File: config.mk
export PLATFORM = sky130hd
export DESIGN_NAME = property_list_scanner_core
export DESIGN_NICKNAME = d
export VERILOG_FILES = /design/src/design/pls_pkg.sv /design/src/design/pls_step.sv /design/src/design/property_list_scanner_core.sv
export SDC_FILE = /design/constraint.sdc
export NUM_CORES = 1
export LEC_CHECK = 0
export BUFFER_PORTS_ARGS = -buffer_cell sky130_fd_sc_hd__buf_2
export CORE_ASPECT_RATIO = 1.75
export CORE_UTILIZATION = 40
export DETAILED_ROUTE_END_ITERATION = 12
export GPL_ROUTABILITY_DRIVEN = 0
export PLACE_DENSITY_LB_ADDON = 0.12
export RECOVER_POWER = 25
export SETUP_SLACK_MARGIN = 0.5
export SLEW_MARGIN = 20
export SYNTH_ARGS = -nofsm -noshare
export SYNTH_HDL_FRONTEND = slang
export SYNTH_SLANG_ARGS = --single-unit
File: constraint.sdc
create_clock -name clk -period 6.5 [get_ports clk]
set_input_delay 0.975 -clock clk [delete_from_list [all_inputs] [get_ports clk]]
set_output_delay 0.975 -clock clk [all_outputs]
set_load 0.05 [all_outputs]
File: src/design/pls_pkg.sv
package pls_pkg;

	// list length limit and the position counter that can hold it
	localparam int MAX_LIST_BYTES = 65536;
	localparam int POS_W          = $clog2(MAX_LIST_BYTES + 1);
	localparam int CFG_IDX_W      = 2;

	// configuration register indexes
	localparam logic [CFG_IDX_W-1:0] REG_TARGET_ID  = 2'd0;
	localparam logic [CFG_IDX_W-1:0] REG_OCCURRENCE = 2'd1;

	// result status codes
	localparam logic [1:0] ST_OK      = 2'd0;
	localparam logic [1:0] ST_ABSENT  = 2'd1;
	localparam logic [1:0] ST_TRUNC   = 2'd2;
	localparam logic [1:0] ST_UNKNOWN = 2'd3;

	typedef enum logic [2:0] {
		PH_ID      = 3'd0,
		PH_FIXED   = 3'd1,
		PH_VARINT  = 3'd2,
		PH_PREFIX1 = 3'd3,
		PH_BODY1   = 3'd4,
		PH_PREFIX2 = 3'd5,
		PH_BODY2   = 3'd6,
		PH_STOP    = 3'd7
	} phase_t;

	typedef enum logic [2:0] {
		K_BYTE    = 3'd0,
		K_TWO     = 3'd1,
		K_FOUR    = 3'd2,
		K_VARINT  = 3'd3,
		K_STRING  = 3'd4,
		K_DATA    = 3'd5,
		K_PAIR    = 3'd6,
		K_UNKNOWN = 3'd7
	} kind_t;

	typedef struct packed {
		logic [7:0] list_byte;
		logic       last_byte;
	} in_t;

	typedef struct packed {
		logic        found;
		logic [1:0]  status;
		logic [2:0]  value_type;
		logic [31:0] int_value;
		logic [15:0] payload_offset;
		logic [15:0] payload_length;
	} out_t;

	typedef struct packed {
		phase_t           phase;
		logic [15:0]      bytes_left;
		kind_t            kind;
		logic [7:0]       match_count;
		logic             is_match;
		logic [31:0]      value;
		logic [POS_W-1:0] pos;
		logic [15:0]      offset;
		logic [15:0]      length;
		logic [1:0]       status;
		logic [1:0]       vcount;
		logic [7:0]       prefix_high;
	} scan_state_t;

	localparam scan_state_t SCAN_CLEAR = '{
		phase:       PH_ID,
		bytes_left:  16'd0,
		kind:        K_BYTE,
		match_count: 8'd0,
		is_match:    1'b0,
		value:       32'd0,
		pos:         '0,
		offset:      16'd0,
		length:      16'd0,
		status:      ST_ABSENT,
		vcount:      2'd0,
		prefix_high: 8'd0
	};

	// property identifier to datatype, per the mqtt 5 property table
	function automatic kind_t kind_of(input logic [7:0] id);
		kind_t k;
		case (id)
			8'h01, 8'h17, 8'h19, 8'h24, 8'h25, 8'h28, 8'h29, 8'h2A: k = K_BYTE;
			8'h13, 8'h21, 8'h22, 8'h23:                             k = K_TWO;
			8'h02, 8'h11, 8'h18, 8'h27:                             k = K_FOUR;
			8'h0B:                                                  k = K_VARINT;
			8'h03, 8'h08, 8'h12, 8'h15, 8'h1A, 8'h1C, 8'h1F:        k = K_STRING;
			8'h09, 8'h16:                                           k = K_DATA;
			8'h26:                                                  k = K_PAIR;
			default:                                                k = K_UNKNOWN;
		endcase
		return k;
	endfunction

endpackage

File: src/design/pls_step.sv
module pls_step (
	input  pls_pkg::scan_state_t cur,
	input  pls_pkg::in_t         beat,
	input  logic [7:0]           target_id,
	input  logic [7:0]           occurrence,
	output pls_pkg::scan_state_t nxt,
	output pls_pkg::out_t        result
);
	import pls_pkg::*;

	logic        fin;
	kind_t       k;
	logic [15:0] len;
	logic [16:0] lsum;
	logic [17:0] psum;
	logic [4:0]  vsh;
	logic [15:0] pos_next16;

	always_comb begin
		nxt        = cur;
		fin        = 1'b0;
		k          = kind_of(beat.list_byte);
		len        = {cur.prefix_high, beat.list_byte};
		lsum       = {1'b0, cur.length} + 17'd1;
		psum       = {2'b00, cur.length} + {2'b00, len} + 18'd2;
		pos_next16 = 16'(cur.pos + POS_W'(1));
		case (cur.vcount)
			2'd0:    vsh = 5'd0;
			2'd1:    vsh = 5'd7;
			2'd2:    vsh = 5'd14;
			default: vsh = 5'd21;
		endcase

		if (cur.phase != PH_STOP) begin
			if (cur.pos >= POS_W'(MAX_LIST_BYTES)) begin
				nxt.phase  = PH_STOP;
				nxt.status = ST_TRUNC;
			end else begin
				nxt.pos = cur.pos + POS_W'(1);
				unique case (cur.phase)
					PH_ID: begin
						nxt.kind = k;
						if (k == K_UNKNOWN) begin
							nxt.phase  = PH_STOP;
							nxt.status = ST_UNKNOWN;
						end else begin
							nxt.is_match = (beat.list_byte == target_id);
							nxt.value    = 32'd0;
							nxt.length   = 16'd0;
							nxt.vcount   = 2'd0;
							nxt.offset   = pos_next16;
							if (k == K_BYTE || k == K_TWO || k == K_FOUR) begin
								nxt.bytes_left = (k == K_BYTE) ? 16'd1 :
									(k == K_TWO) ? 16'd2 : 16'd4;
								nxt.length     = nxt.bytes_left;
								nxt.phase      = PH_FIXED;
							end else if (k == K_VARINT) begin
								nxt.phase = PH_VARINT;
							end else begin
								nxt.phase = PH_PREFIX1;
							end
						end
					end
					PH_FIXED: begin
						nxt.value      = {cur.value[23:0], beat.list_byte};
						nxt.bytes_left = cur.bytes_left - 16'd1;
						fin            = (cur.bytes_left == 16'd1);
					end
					PH_VARINT: begin
						nxt.value  = cur.value | ({25'd0, beat.list_byte[6:0]} << vsh);
						nxt.length = lsum[16] ? 16'hFFFF : lsum[15:0];
						if (!beat.list_byte[7]) begin
							fin = 1'b1;
						end else if (cur.vcount == 2'd3) begin
							// continuation bit still set on the fourth byte
							nxt.phase  = PH_STOP;
							nxt.status = ST_TRUNC;
						end else begin
							nxt.vcount = cur.vcount + 2'd1;
						end
					end
					PH_PREFIX1, PH_PREFIX2: begin
						if (cur.vcount == 2'd0) begin
							nxt.prefix_high = beat.list_byte;
							nxt.vcount      = 2'd1;
						end else begin
							nxt.vcount = 2'd0;
							if (cur.kind != K_PAIR) begin
								nxt.offset = pos_next16;
								nxt.length = len;
							end else begin
								nxt.length = (psum > 18'd65535) ? 16'hFFFF : psum[15:0];
							end
							nxt.bytes_left = len;
							if (cur.phase == PH_PREFIX1) begin
								if (len != 16'd0)
									nxt.phase = PH_BODY1;
								else if (cur.kind == K_PAIR)
									nxt.phase = PH_PREFIX2;
								else
									fin = 1'b1;
							end else begin
								if (len != 16'd0)
									nxt.phase = PH_BODY2;
								else
									fin = 1'b1;
							end
						end
					end
					PH_BODY1: begin
						nxt.bytes_left = cur.bytes_left - 16'd1;
						if (cur.bytes_left == 16'd1) begin
							if (cur.kind == K_PAIR)
								nxt.phase = PH_PREFIX2;
							else
								fin = 1'b1;
						end
					end
					PH_BODY2: begin
						nxt.bytes_left = cur.bytes_left - 16'd1;
						fin            = (cur.bytes_left == 16'd1);
					end
					PH_STOP: begin
					end
					default: begin
					end
				endcase
			end
		end

		// property complete: count the match or stop on the wanted one
		if (fin) begin
			nxt.phase = PH_ID;
			if (cur.is_match) begin
				if (cur.match_count < occurrence) begin
					nxt.match_count = cur.match_count + 8'd1;
				end else begin
					nxt.phase  = PH_STOP;
					nxt.status = ST_OK;
				end
			end
		end

		result = '0;
		if (nxt.phase == PH_STOP && nxt.status == ST_OK) begin
			result.found          = 1'b1;
			result.status         = ST_OK;
			result.value_type     = nxt.kind;
			result.int_value      = (nxt.kind == K_BYTE || nxt.kind == K_TWO ||
				nxt.kind == K_FOUR || nxt.kind == K_VARINT) ? nxt.value : 32'd0;
			result.payload_offset = nxt.offset;
			result.payload_length = nxt.length;
		end else if (nxt.phase == PH_STOP) begin
			result.status = nxt.status;
		end else if (nxt.phase != PH_ID) begin
			result.status = ST_TRUNC;
		end else begin
			result.status = ST_ABSENT;
		end
	end

endmodule

File: src/design/property_list_scanner_core.sv
// property list scanner: one list byte per beat, one result beat per list
// result beat: registered from the last byte, via the skid while the output stalls
// throughput: one byte per cycle while byte_stall is low; scan state updates in a single step per byte
// the output register plus a one-deep skid lets bytes keep flowing while a result waits
// reset: arst_n clears scan state, config regs and output valids at once; no clearing pass
module property_list_scanner_core (
	input  logic                            clk,
	input  logic                            arst_n,
	input  logic                            byte_valid,
	output logic                            byte_stall,
	input  pls_pkg::in_t                    byte_beat,
	output logic                            result_valid,
	input  logic                            result_stall,
	output pls_pkg::out_t                   result_beat,
	input  logic                            cfg_valid,
	output logic                            cfg_ready,
	input  logic [pls_pkg::CFG_IDX_W-1:0]   cfg_index,
	input  logic [7:0]                      cfg_data
);
	import pls_pkg::*;

	// configuration registers
	logic [7:0] target_id_q;
	logic [7:0] occurrence_q;

	// scan state carried from byte to byte
	scan_state_t state_q;
	scan_state_t state_nxt;
	out_t        step_result;

	// output register and skid stage
	logic out_valid_q;
	out_t out_q;
	logic skid_valid_q;
	out_t skid_q;

	logic byte_fire;
	logic res_new;
	logic out_free;

	// config writes always land; the user must issue them only while idle, the block does not enforce it
	assign cfg_ready = 1'b1;

	always_ff @(posedge clk or negedge arst_n) begin
		if (!arst_n) begin
			target_id_q  <= 8'd0;
			occurrence_q <= 8'd0;
		end else if (cfg_valid) begin
			unique case (cfg_index)
				REG_TARGET_ID:  target_id_q  <= cfg_data;
				REG_OCCURRENCE: occurrence_q <= cfg_data;
				default: begin
				end
			endcase
		end
	end

	// per-byte state update
	pls_step u_step (
		.cur        (state_q),
		.beat       (byte_beat),
		.target_id  (target_id_q),
		.occurrence (occurrence_q),
		.nxt        (state_nxt),
		.result     (step_result)
	);

	// input only backs up once the skid holds a result
	assign byte_stall = skid_valid_q;
	assign byte_fire  = byte_valid && !byte_stall;
	assign res_new    = byte_fire && byte_beat.last_byte;
	assign out_free   = !out_valid_q || !result_stall;

	always_ff @(posedge clk or negedge arst_n) begin
		if (!arst_n) begin
			state_q <= SCAN_CLEAR;
		end else if (byte_fire) begin
			// last byte closes the list and starts the next one fresh
			state_q <= byte_beat.last_byte ? SCAN_CLEAR : state_nxt;
		end
	end

	always_ff @(posedge clk or negedge arst_n) begin
		if (!arst_n) begin
			out_valid_q  <= 1'b0;
			skid_valid_q <= 1'b0;
		end else if (out_free) begin
			out_valid_q  <= skid_valid_q || res_new;
			skid_valid_q <= 1'b0;
		end else if (res_new) begin
			skid_valid_q <= 1'b1;
		end
	end

	// payload registers, no reset
	always_ff @(posedge clk) begin
		if (out_free) begin
			if (skid_valid_q)
				out_q <= skid_q;
			else if (res_new)
				out_q <= step_result;
		end else if (res_new) begin
			skid_q <= step_result;
		end
	end

	assign result_valid = out_valid_q;
	assign result_beat  = out_q;

	// skid only fills behind a held output beat
	a_skid_behind_out: assert property (@(posedge clk) disable iff (!arst_n)
		skid_valid_q |-> out_valid_q)
		else $error("skid holds a beat while output register is empty");

	// a found result always reports ok
	a_found_ok: assert property (@(posedge clk) disable iff (!arst_n)
		(result_valid && result_beat.found) |-> (result_beat.status == ST_OK))
		else $error("found result with non-ok status");

	// fields are zero when nothing was found
	a_notfound_zero: assert property (@(posedge clk) disable iff (!arst_n)
		(result_valid && !result_beat.found) |->
		(result_beat.int_value == 32'd0 && result_beat.payload_length == 16'd0 &&
		result_beat.payload_offset == 16'd0 && result_beat.value_type == 3'd0))
		else $error("not-found result carries value fields");

	// the scan restarts at position zero after every list
	a_restart: assert property (@(posedge clk) disable iff (!arst_n)
		res_new |=> (state_q.pos == '0 && state_q.phase == PH_ID))
		else $error("scan state not cleared after last byte");

endmodule

=== Yosys cells after proc, flatten, opt, wreduce, memory -nomap -nowiden ===
Memory sizes are Yosys's and may differ from the RTL's.
Index checks and enable logic that the tools add are counted.

* Bits in registers: 282
* Bits in read-only memories: 192
* Input port bits: 24
* Output and inout port bits: 73
* Logic and storage cells: 197
* Memories kept: 1

{| class="wikitable"
|+ Memory list
! memory !! depth !! bits a word !! rd ports !! clocked after Yosys merged registers in !! write ports !! RTL line !! text
|-
| (name not given) || 64 || 3 || 1 || 0 || 0 || pls_pkg.sv:87 || <nowiki>case (id)</nowiki>
|}

* $add $sub $neg: 7
* Magnitude comparators: 3
* Equality and inequality tests: 30
* Shift-type cells: 1
* Mux-type cells: 79
* Bitwise operators: 2
* Reductions and logical operators: 46

{| class="wikitable"
|+ Operators by type and width
! cell !! count
|-
| 2-to-1 mux 70 bit || 2
|-
| 2-to-1 mux 16 bit || 8
|-
| 2-to-1 mux 124 bit || 1
|-
| 2-to-1 mux 32 bit || 3
|-
| case mux 16 bit (3 select lines) || 2
|-
| case mux 32 bit (3 select lines) || 1
|-
| 2-to-1 mux 94 bit || 1
|-
| 2-to-1 mux 82 bit || 1
|-
| 2-to-1 mux 67 bit || 1
|-
| 2-to-1 mux 3 bit || 15
|-
| 2-to-1 mux 8 bit || 5
|-
| 2-to-1 mux 19 bit || 2
|-
| 2-to-1 mux 33 bit || 1
|-
| bitwise OR 32 bit || 1
|-
| case mux 16 bit (2 select lines) || 1
|-
| << shifter 7 x 5 -> 32 bit || 1
|-
| 2-to-1 mux 2 bit || 12
|-
| 2-to-1 mux 22 bit || 1
|-
| adder 18 x 2 -> 18 bit (second input constant) || 1
|-
| equality test 3 x 2 -> 1 bit (second input constant) || 6
|-
| equality test 3 bit (second input constant) || 6
|-
| > comparator 18 x 16 -> 1 bit (second input constant) || 1
|-
| inequality test 3 bit (second input constant) || 6
|-
| nonzero test 2 bit || 9
|-
| other kinds (39) || 80
|}

=== Logic depth before layout (Yosys ltp) ===
Gate-level depths: netlist of the first run.

* Depth after elaboration: 18
* Gate-level depth with buffers: 15
* Mapped depth without buffers: 12

=== Cells and area by module ===
A second synthesis of the first run with hierarchy kept.

* Cells, all modules: 1674
* Area total of the unflattened synthesis: 17804.6 µm²

{| class="wikitable"
|+ Modules (own cells, without submodules)
! module !! times used !! cells each !! area an instance (µm²) !! sequential area each (µm²)
|-
| property_list_scanner_core || 1 || 664 || 11402.2 || 7758.7
|-
| pls_step || 1 || 1010 || 6402.4 || 0.0
|}

=== Worst setup path before layout of the first run ===
OpenSTA, ideal clock, no wires.

* Path kind: input to register
* Start point: input port byte_valid
* End point: register out_q (netlist bit result_beat[0]) (enable)
* Library setup time: 521 ps
* Arrival time: 5082 ps
* Path slack: 897 ps
* Cell stages on the path: 5
* Path buffers: 1
* Path through: nor2b_1 -> and2_1 -> clkbuf_1 -> nor2_1 -> a21oi_1

* Cells in the longest elaborated chain, start to end: 4

{| class="wikitable"
|+ RTL lines
! item !! RTL line !! text
|-
| start: declaration || property_list_scanner_core.sv:9 || <nowiki>input logic byte_valid,</nowiki>
|-
| logical AND 1 bit || property_list_scanner_core.sv:70 || <nowiki>assign byte_fire = byte_valid && !byte_stall;</nowiki>
|-
| logical AND 1 bit || property_list_scanner_core.sv:71 || <nowiki>assign res_new = byte_fire && byte_beat.last_byte;</nowiki>
|-
| nonzero test 2 bit (no source line) || - ||
|-
| AND reduction 2 bit (no source line) || - ||
|-
| end signal: assignment || property_list_scanner_core.sv:99 || <nowiki>out_q <= skid_q;</nowiki>
|-
| end signal: assignment || property_list_scanner_core.sv:101 || <nowiki>out_q <= step_result;</nowiki>
|-
| end: declaration || property_list_scanner_core.sv:33 || <nowiki>out_t out_q;</nowiki>
|}

No other way between the ends.
A chain may end at the register's enable or synchronous reset.

=== Worst setup path in the final report of the first run ===
* Start point: register state_q[8] (netlist name)
* End point: register out_q (netlist bit result_beat[42]) (data pin)

* Cells in the longest elaborated chain, start to end: 14
* Elaborated cells on any way between the ends: 35
* Those cells by class: eq/ne (4); shift (1); mux (26); bitwise (1); reduce/logical (3)

{| class="wikitable"
|+ RTL lines
! item !! RTL line !! text
|-
| start: declaration || property_list_scanner_core.sv:27 || <nowiki>scan_state_t state_q;</nowiki>
|-
| start signal: assignment || property_list_scanner_core.sv:79 || <nowiki>state_q <= byte_beat.last_byte ? SCAN_CLEAR : state_nxt;</nowiki>
|-
| branches (longest 11 deep; another with 2-to-1 mux 94 bit) || - ||
|-
| 2-to-1 mux 67 bit * || pls_step.sv:145 || <nowiki>if (nxt.phase == PH_STOP && nxt.status == ST_OK) begin</nowiki>
|-
| 2-to-1 mux 70 bit * || property_list_scanner_core.sv:100 || <nowiki>else if (res_new)</nowiki>
|-
| 2-to-1 mux 70 bit * || property_list_scanner_core.sv:98 || <nowiki>if (skid_valid_q)</nowiki>
|}

Every way passes the cells marked *. The select of a mux whose other input is x is not followed.

==> results.ini, run 1 <==
[status]
status=complete, but fails checks
violations=max-capacitance violations, max-slew violations

[final_layout]
nets=1890
fillers=4073
syn_to_final_growth_pct=10.9
drive_gt1_frac=0.157
diodes=0
design_area_mm2=0.0188

[drt]
drt_first_iter_violations=1130
first_pass_iters=5
drt-total-wl_um=53000
drcViolationCount=0
ant_nets=0
vias=14200
avgViaCountPerCell=5.92
wire_per_inst_um=22.0

[global_route]
grt_pass1_vias=13900
grt_max_degree=95
antenna_found_initial=0
grt-ovfl-total=0
grt_usage=0.249
grt_pass1_wl_um=82300

[clock_tree]
cts_setup_buffers=0
postCtsHoldBufs=0
cts.clk_slew.worst_paths_ns=0.07
cts-root-buf=clkbuf_16
cts_resized=0
cts_tree=built
cts_buffers=29
clock_latency_ns=0.58
ctsHtreeMaxLevel=1
cts_sinks=282
clockBufferDepth=3

[logic_synthesis]
synth_ff_type=dfrtp_1
syn_nets=1866
synth_edf_count=140
async_reset_ff_frac=0.504
syn_inst=1803
synth_area_mm2=0.0169
ys_ff_latch=282
yosysWarnings=0
syn_area_per_cell_um2=9.39
synth_cell_types=112
synth.yosys.seq_area_share=0.458

[power_and_ir_drop]
p_leak_nw=7.14
power_mw=7.18
ir_drop_mv=0.269
p_per_area_mw_per_mm2=382

[critical_path]
critPathArrivalTime_ns=5.33
required_ns=6.91
end_kind=flip-flop
crit_fanout=56
path_class=reg -> reg
critPathLaunchType=flip-flop

[sta]
worst-slew-pin-transition_ns=2.71
max_slew_margin=-0.809
fin_ws_ns=1.58
whs_ns=0.482
min_period_ns=4.92
drv_slew=50
tns_ns=0
max_freq_mhz=203
hold_viol_final=0
rsz0062_at_grt=no
period_share=0.758
report.final.setup_viol=0
fin_worst_skew_ns=0.0118

[placed_design]
io_buffer_count=95
post_dp_cell_area_mm2=0.0178
place_ws_ns=1.47
dp_hpwl_um=37700

[floorplan]
dieHeight_um=274
core_region_area_mm2=0.0417
fp.dieW_um=158
io_pins=97
rows=99
dieArea_mm2=0.0432
start_util=0.406

[run]
maxCapViolations=1

[min_path]
hp-class=reg -> reg

sequential cells by signal, summed over array words and instances, names as in the netlist:
signal and flops:
state_q 124, result_beat 70, skid_q 70, occurrence_q 8, target_id_q 8, byte_stall 1
result_valid 1
synthesized netlist by cell type, drive strengths merged (6+ instances only):
library cell    n  area (um^2)
and2           19          119
o31ai          74          696
dfrtp         141         3530
or3            10         62.6
o2bb2ai         9         78.8
nor3           45          246
and3           27          174
a211oi         17          163
nand3          32          165
xor2           19          166
nor2b          14         87.6
nand2         257          975
clkbuf         83          312
a21o           12         90.1
or2             6         37.5
nand4          11         93.8
o21a            9         67.6
buf            38          223
nor4           11         98.8
nand3b          7         52.6
a31oi          25          178
o311ai          6         52.6
inv            34          130
mux2i          14          140
a22oi          35          263
xnor2          39          349
mux2           44          499
ha             38          475
o22ai           7         43.8
a22o            6         52.6
nor2          171          652
o211ai          6         45.0
nand2b         17          106
a21oi         104          543
o21ai         204         1020
edfxtp        140         4200
final timing paths:
kind / endpoint / cells past startpoint / from / slack (ns)
worst min register to register: state_q[38]$_DFFE_PN0P_ / 2 / state_q[38]$_DFFE_PN0P_ / 0.48
max in group asynchronous: state_q[6]$_DFFE_PN0P_ / 2 / arst_n / 2.85
worst max-delay path: result_beat[42]$_DFFE_PP_ / 13 / state_q[8]$_DFFE_PN0P_ / 1.58
worst min-delay path: state_q[38]$_DFFE_PN0P_ / 2 / state_q[38]$_DFFE_PN0P_ / 0.48
worst max register to register: result_beat[42]$_DFFE_PP_ / 13 / state_q[8]$_DFFE_PN0P_ / 1.58
min in group asynchronous: state_q[92]$_DFFE_PN0P_ / 1 / arst_n / 0.51
placed cells by master (no fill, tap or decap), types with 19 or more instances in the layout:
cell       Yosys  layout
nand2_1      255     253
o21ai_0      187     187
nor2_1       169     166
dfrtp_1      141     140
edfxtp_1     140     140
a21oi_1      100      99
buf_2         19      92
o31ai_1       46      46
mux2_2        43      43
nor3_1        42      42
xnor2_1       38      38
ha_1          38      37
a22oi_1       35      35
inv_1         32      32
clkbuf_16      0      32
nand3_1       31      31
o31ai_2       28      28
and3_1        26      26
a31oi_1       23      23
xor2_1        19      19
cell type report:
class	count	area (um^2)	share of cell area
Timing Repair Buffer	114	631	0.0336
Clock buffer	39	847	0.0451
Inverter	35	134	0.00713
Clock inverter	15	164	0.00873
Sequential cell	282	7760	0.413
Multi-Input combinational cell	1365	8540	0.455
Tap cell	555	694	0.0370
per-layer routing:
layer  global-route usage  part of all wire  routed length (um)  vias to the layer above
li1                     -                 -                   -                     6640
met1                0.303              0.40               21000                     7003
met2                0.442              0.52               27300                      471
met3               0.0224             0.042                2200                      127
met4                0.115             0.047                2480                        0
met5                    0                 0                   0                        -
cells by family (layout without fill, tap and decap cells):
logic type	count (synthesis)	in the layout	share of synthesized area
mux	59	59	0.0391
other cells	1	1	0.000222
flops	282	282	0.458
fa+ha+maj	39	39	0.0293
buf+inv	156	203	0.0395
xor+xnor	58	58	0.0305
simple gates	643	643	0.178
compound gates	565	565	0.225
critical path, stage by stage (launching register included):
cell and delay (ns):
dfrtp_1 0.69, inv_1 0.21, ha_2 0.27, nor2b_1 0.18
and2_1 0.66, or3b_1 0.44, o221ai_2 0.15, nand2_1 0.21
nor3_1 0.61, o21ai_4 0.14, inv_4 0.15, nand2_4 0.41
buf_4 0.37, o31ai_2 0.23
through the flow:
stage	util	instances
after global routing	0.450	2405
after global placement	0.426	2351
after floorplan	-	1803
after CTS	0.450	2405
final	0.450	2405
after detailed placement	0.426	2351
where the power goes:
group	internal (mW)	leakage, nW	switching, mW
Combinational	0.946	3.42	2.04
Clock	1.01	0.485	0.759
Sequential	2.08	3.23	0.344
Power figures use the tool's default switching activity.
==> run 2: changes to the inputs <==
--- a/config.mk
+++ b/config.mk
@@ -5,6 +5,7 @@
 export SDC_FILE = /design/constraint.sdc
 export NUM_CORES = 1
 export LEC_CHECK = 0
+export ABC_AREA = 1
 export BUFFER_PORTS_ARGS = -buffer_cell sky130_fd_sc_hd__buf_2
 export CORE_ASPECT_RATIO = 1.75
 export CORE_UTILIZATION = 40
==> constraint.sdc (replaced) <==
create_clock -name clk -period 4.7 [get_ports clk]
set_input_delay 0.705 -clock clk [delete_from_list [all_inputs] [get_ports clk]]
set_output_delay 0.705 -clock clk [all_outputs]
set_load 0.05 [all_outputs]
==> results.ini, run 2 <==
[drt]
wire_per_inst_um=18.5
drt-total-wl_um=53100
ant_nets=0
drt_first_iter_violations=1008
drcViolationCount=0
avgViaCountPerCell=5.40
vias=15500
first_pass_iters=8

[status]
violations=max-capacitance violations, max-slew violations
status=complete, but fails checks

[floorplan]
rows=100
dieArea_mm2=0.0443
start_util=0.407
core_region_area_mm2=0.0427
io_pins=97
fp.dieW_um=159
dieHeight_um=278

[sta]
tns_ns=0
rsz0062_at_grt=no
min_period_ns=3.64
period_share=0.775
hold_viol_final=0
max_slew_margin=-1.04
whs_ns=0.401
report.final.setup_viol=0
worst-slew-pin-transition_ns=3.07
drv_slew=51
max_freq_mhz=274
fin_worst_skew_ns=0.0254

[placed_design]
post_dp_cell_area_mm2=0.0183
dp_hpwl_um=39300
io_buffer_count=95

[critical_path]
end_kind=flip-flop
cp_slowest_stage_delay_ns=0.46
critPathArrivalTime_ns=3.96
worst-path-buf-inv=1
path_class=reg -> reg
cp_slowest_cell=dfrtp_1
critPathTopFamily=simple AND/OR/NAND/NOR gates
crit_fanout=14
path_cells=ha_1 > fa_1 > xor2_1 > inv_1 > nor2_2 > nand3_1 > nor2_2 > nand2_2 > nor2_4 > nand2_2 > nor2_2 > nand3_1 > nand2_2 > nand3_1 > nand2_1 > nand2_1 > nand2_1 > o21ai_0 > and2_1
required_ns=5.02
critPathLaunchType=flip-flop

[logic_synthesis]
syn_inst=2231
synth_ff_type=dfrtp_1
synth_top_area_frac=0.242
synth_cell_types=68
synth.yosys.seq_area_share=0.447
syn_nets=2294
synth.largest_area_cell=edfxtp_1
syn_area_per_cell_um2=7.78
yosysWarnings=0
synthTopCellsByCount=nand2_1, inv_1, o21ai_0
async_reset_ff_frac=0.504
synth.area.top_cells=edfxtp_1, dfrtp_1, nand2_1
synth_area_mm2=0.0174
yosysMostFrequentCell=nand2_1
ys_ff_latch=282
synth_edf_count=140

[global_route]
grt_pass1_wl_um=83500
grt_pass1_vias=15100
antenna_found_initial=1
grt_usage=0.238
grt_max_degree=103
grt-ovfl-total=0

[final_layout]
top_register=state_q
design_area_mm2=0.0193
diodes=0
largest_reg_flops=124
final_cell_mix=nand2_1, inv_1, o21ai_0
nets=2355
syn_to_final_growth_pct=10.9
final_common_cell=nand2_1
drive_gt1_frac=0.124

[clock_tree]
cts_setup_buffers=0
cts-root-buf=clkbuf_16
cts.clk_slew.worst_paths_ns=0.07
ctsHtreeMaxLevel=1
cts_sinks=282
cts_resized=0
postCtsHoldBufs=0
cts_tree=built
clock_latency_ns=0.57
clockBufferDepth=3
cts_buffers=28

[power_and_ir_drop]
p_per_area_mw_per_mm2=474
ir_drop_mv=0.253
power_mw=9.13
p_leak_nw=8.25

[min_path]
hp-class=in -> reg

[run]
maxCapViolations=1

run 2: changes by cell type in the layout (fill, tap and decap cells not counted), sizes merged, moves of 37 or more:
cell | previous run | this run
nand2 | 257 | 629
inv | 35 | 283
nand3 | 32 | 130
o22ai | 7 | 77
o31ai | 74 | 4
mux2 | 44 | 0
a21oi | 104 | 61
o21ai | 204 | 241
run 2: stage by stage:
stage | utilization | setup slack [ns] | cells
CTS | 0.451 | 1.06 | 2874
global route | 0.451 | 0.570 | 2875
floorplan | - | 0.989 | 2231
finish | 0.451 | 1.06 | 2875
global placement | 0.428 | 0.721 | 2822
detailed placement | 0.428 | 0.595 | 2822
run 2: logic make-up (layout without fill, tap and decap cells):
logic type	Yosys count	count (layout)	synth area share
DFF	282	282	0.447
other	1	1	0.000216
buffers and inverters	381	464	0.0934
adders and majority gates	39	39	0.0285
and+or+nand+nor	1035	1035	0.260
xor gates and xnor gates	32	32	0.0161
AOI/OAI and AO/OA	461	461	0.155
run 2: layer usage:
metal  track usage  routed length (um)  up-vias
li1              -                   -     7544
met1         0.269               20500     7328
met2         0.433               27200      495
met3        0.0224                2210      147
met4         0.137                3230        0
met5             0                   0        -
run 2: final timing paths:
kind | startpoint | endpoint | slack (ns) | depth (start not counted)
setup / recovery | state_q[12]$_DFFE_PN0P_ | skid_q[6]$_DFFE_PP_ | 1.06 | 19
min in group asynchronous | arst_n | state_q[36]$_DFFE_PN0P_ | 1.13 | 1
setup reg to reg | state_q[12]$_DFFE_PN0P_ | skid_q[6]$_DFFE_PP_ | 1.06 | 19
hold / removal | byte_beat[0] | state_q[100]$_DFFE_PN0P_ | 0.40 | 2
hold reg to reg | occurrence_q[3]$_DFFE_PN0P_ | occurrence_q[3]$_DFFE_PN0P_ | 0.49 | 2
max in group asynchronous | arst_n | state_q[24]$_DFFE_PN0P_ | 1.14 | 2
run 2: area by class of cell:
type	count	area (um^2)
inverter	284	1070
sequential	282	7760
clock inverter	18	200
multi-input combinational	1568	8000
clock buffer	34	764
fill	4311	23400
tap	561	702
timing repair buffer	128	759
run 2: power breakdown:
part           total, mW  switching (mW)  internal [mW]
combinational       3.65            2.69          0.960
sequential          3.10           0.253           2.85
clock               2.38            1.04           1.34
==> run 3: changes to the inputs <==
--- a/config.mk
+++ b/config.mk
@@ -5,7 +5,7 @@
 export SDC_FILE = /design/constraint.sdc
 export NUM_CORES = 1
 export LEC_CHECK = 0
-export ABC_AREA = 1
+export ABC_AREA = 0
 export BUFFER_PORTS_ARGS = -buffer_cell sky130_fd_sc_hd__buf_2
 export CORE_ASPECT_RATIO = 1.75
 export CORE_UTILIZATION = 40
==> constraint.sdc (replaced) <==
create_clock -name clk -period 3.6 [get_ports clk]
set_input_delay 0.54 -clock clk [delete_from_list [all_inputs] [get_ports clk]]
set_output_delay 0.54 -clock clk [all_outputs]
set_load 0.05 [all_outputs]
==> results.ini, run 3 (synthesis results as in run 1) <==
[status]
status=complete, but fails checks
violations=max-capacitance violations, max-slew violations

[floorplan]
fp.dieW_um=158
io_pins=97
core_region_area_mm2=0.0417
rows=99
dieHeight_um=274
dieArea_mm2=0.0432
start_util=0.406

[critical_path]
cp_slowest_cell=dfrtp_2
required_ns=3.97
path_cells=ha_4 > a211o_1 > a211o_1 > a211oi_4 > nand4_2 > nor3_4 > and4_1 > a31oi_1 > buf_4 > buf_6 > buf_8 > o21ai_4 > a31oi_4 > o31ai_2
cp_common_cell=a211o_1
end_kind=flip-flop
rrSetupSlack_ns=0.01
critPathArrivalTime_ns=3.96
critPathLaunchType=flip-flop
ff2ff_path_depth=14
rr_startpoint=state_q[13]$_DFFE_PN0P_
critPathLaunch=state_q[13]$_DFFE_PN0P_
crit_fanout=5
cp_slowest_stage_delay_ns=0.46
r2r_end=result_beat[6]$_DFFE_PP_
worstSetupEndpoint=result_beat[6]$_DFFE_PP_
path_class=reg -> reg

[sta]
max_slew_margin=-0.516
drv_slew=77
max_freq_mhz=279
rsz0062_at_grt=yes
period_share=0.997
report.final.setup_viol=0
worst-slew-pin-transition_ns=2.27
fin_worst_skew_ns=0.0200
min_period_ns=3.59
hold_viol_final=0

[placed_design]
post_dp_cell_area_mm2=0.0194
dpl.cell_count=2522
dp_hpwl_um=39600
io_buffer_count=95

[clock_tree]
cts_buffers=27
clockBufferDepth=3
cts.clk_slew.worst_paths_ns=0.07
cts_tree=built
postCtsHoldBufs=0
cts-root-buf=clkbuf_16
clock_latency_ns=0.56
cts_sinks=282
ctsHtreeMaxLevel=1

[final_layout]
drive_gt1_frac=0.309
multi_input_area_mm2=0.00943
seqCellArea_mm2=0.00777
nets=2106
largest_reg_flops=124
fin_cells=2619
syn_to_final_growth_pct=27.5
top_register=state_q
final_common_cell=nand2_1
design_area_mm2=0.0216
final_cell_mix=nand2_1, buf_4, o21ai_0
fillers=3883
diodes=0

[drt]
drcViolationCount=0
ant_nets=0
first_pass_iters=5
vias=15100
drt_first_iter_violations=829
avgViaCountPerCell=5.76
drt-total-wl_um=56000
wire_per_inst_um=21.4

[power_and_ir_drop]
power_mw=14.5
p_leak_nw=8.40
p_per_area_mw_per_mm2=670
ir_drop_mv=0.398

[min_path]
hp-class=in -> reg

[global_route]
grt_usage=0.256
grt-ovfl-total=0
grt_max_degree=78
grt_pass1_vias=14800
grt_pass1_wl_um=84400
antenna_found_initial=0

[run]
maxCapViolations=1

-- run 3: worst max-delay path: cells and delay by family, from the launching register on --
kind / cells / cell delay [ns]
flip-flops: 1 / 0.46
buffers and inverters: 3 / 0.44
AO/OA/AOI/OAI: 7 / 1.59
AND/OR/NAND/NOR: 3 / 0.69
adder cells (fa/ha/maj): 1 / 0.22
-- run 3: power by group --
group          switching [mW]  internal (mW)  total, mW
registers               0.397           3.77       4.16
logic                    4.46           2.75       7.22
clock network            1.31           1.78       3.09
total                    6.17           8.30       14.5
-- run 3: cell type report --
type / instances / share of cell area
inverter: 35 / 0.00632
clock buffer: 30 / 0.0328
multi-input combinational: 1365 / 0.437
timing repair buffer: 332 / 0.121
clock inverter: 20 / 0.0113
sequential: 282 / 0.360
tap: 555 / 0.0322
-- run 3: how the worst min path moves through the flow --
stage / start / to / slack [ns] / cells after the start
after floorplan: arst_n / byte_stall$_DFFE_PN0P_ / 0.24 / 0
after global placement: state_q[30]$_DFFE_PN0P_ / state_q[30]$_DFFE_PN0P_ / 0.46 / 2
after detailed placement: state_q[30]$_DFFE_PN0P_ / state_q[30]$_DFFE_PN0P_ / 0.46 / 2
after CTS: arst_n / state_q[35]$_DFFE_PN0P_ / 0.06 / 1
after global routing: cfg_data[4] / occurrence_q[4]$_DFFE_PN0P_ / 0.22 / 2
final: cfg_data[1] / target_id_q[1]$_DFFE_PN0P_ / 0.23 / 2
-- run 3: routing by layer --
| layer | GRT usage | vias up | wire (um) |
|---|---|---|---|
| li1 | - | 7084 | - |
| met1 | 0.296 | 7339 | 21400 |
| met2 | 0.453 | 476 | 28700 |
| met3 | 0.0261 | 176 | 2210 |
| met4 | 0.151 | 0 | 3660 |
| met5 | 0 | - | 0 |
-- run 3: timing repair --
item / 4_1_cts / 5_1_grt
gates cloned: 0 / 6
hold endpoints to repair: 0 / 0
pin swaps: 54 / 50
gates resized for setup: 61 / 114
buffers inserted: 15 / 26
setup endpoints to repair: 66 / 181
-- run 3: per-stage QoR --
stage          setup slack (ns)  hold WS, ns   util  setup TNS (ns)
2_1_floorplan             0.162        0.244      -               0
5_1_grt                  -0.122        0.216  0.517           -1.92
6_report                 0.0117        0.226  0.517               0
4_1_cts                  0.0718       0.0634  0.497               0
3_5_place_dp             -0.245        0.465  0.464          -10.34
3_3_place_gp             -0.238        0.457  0.464           -7.41
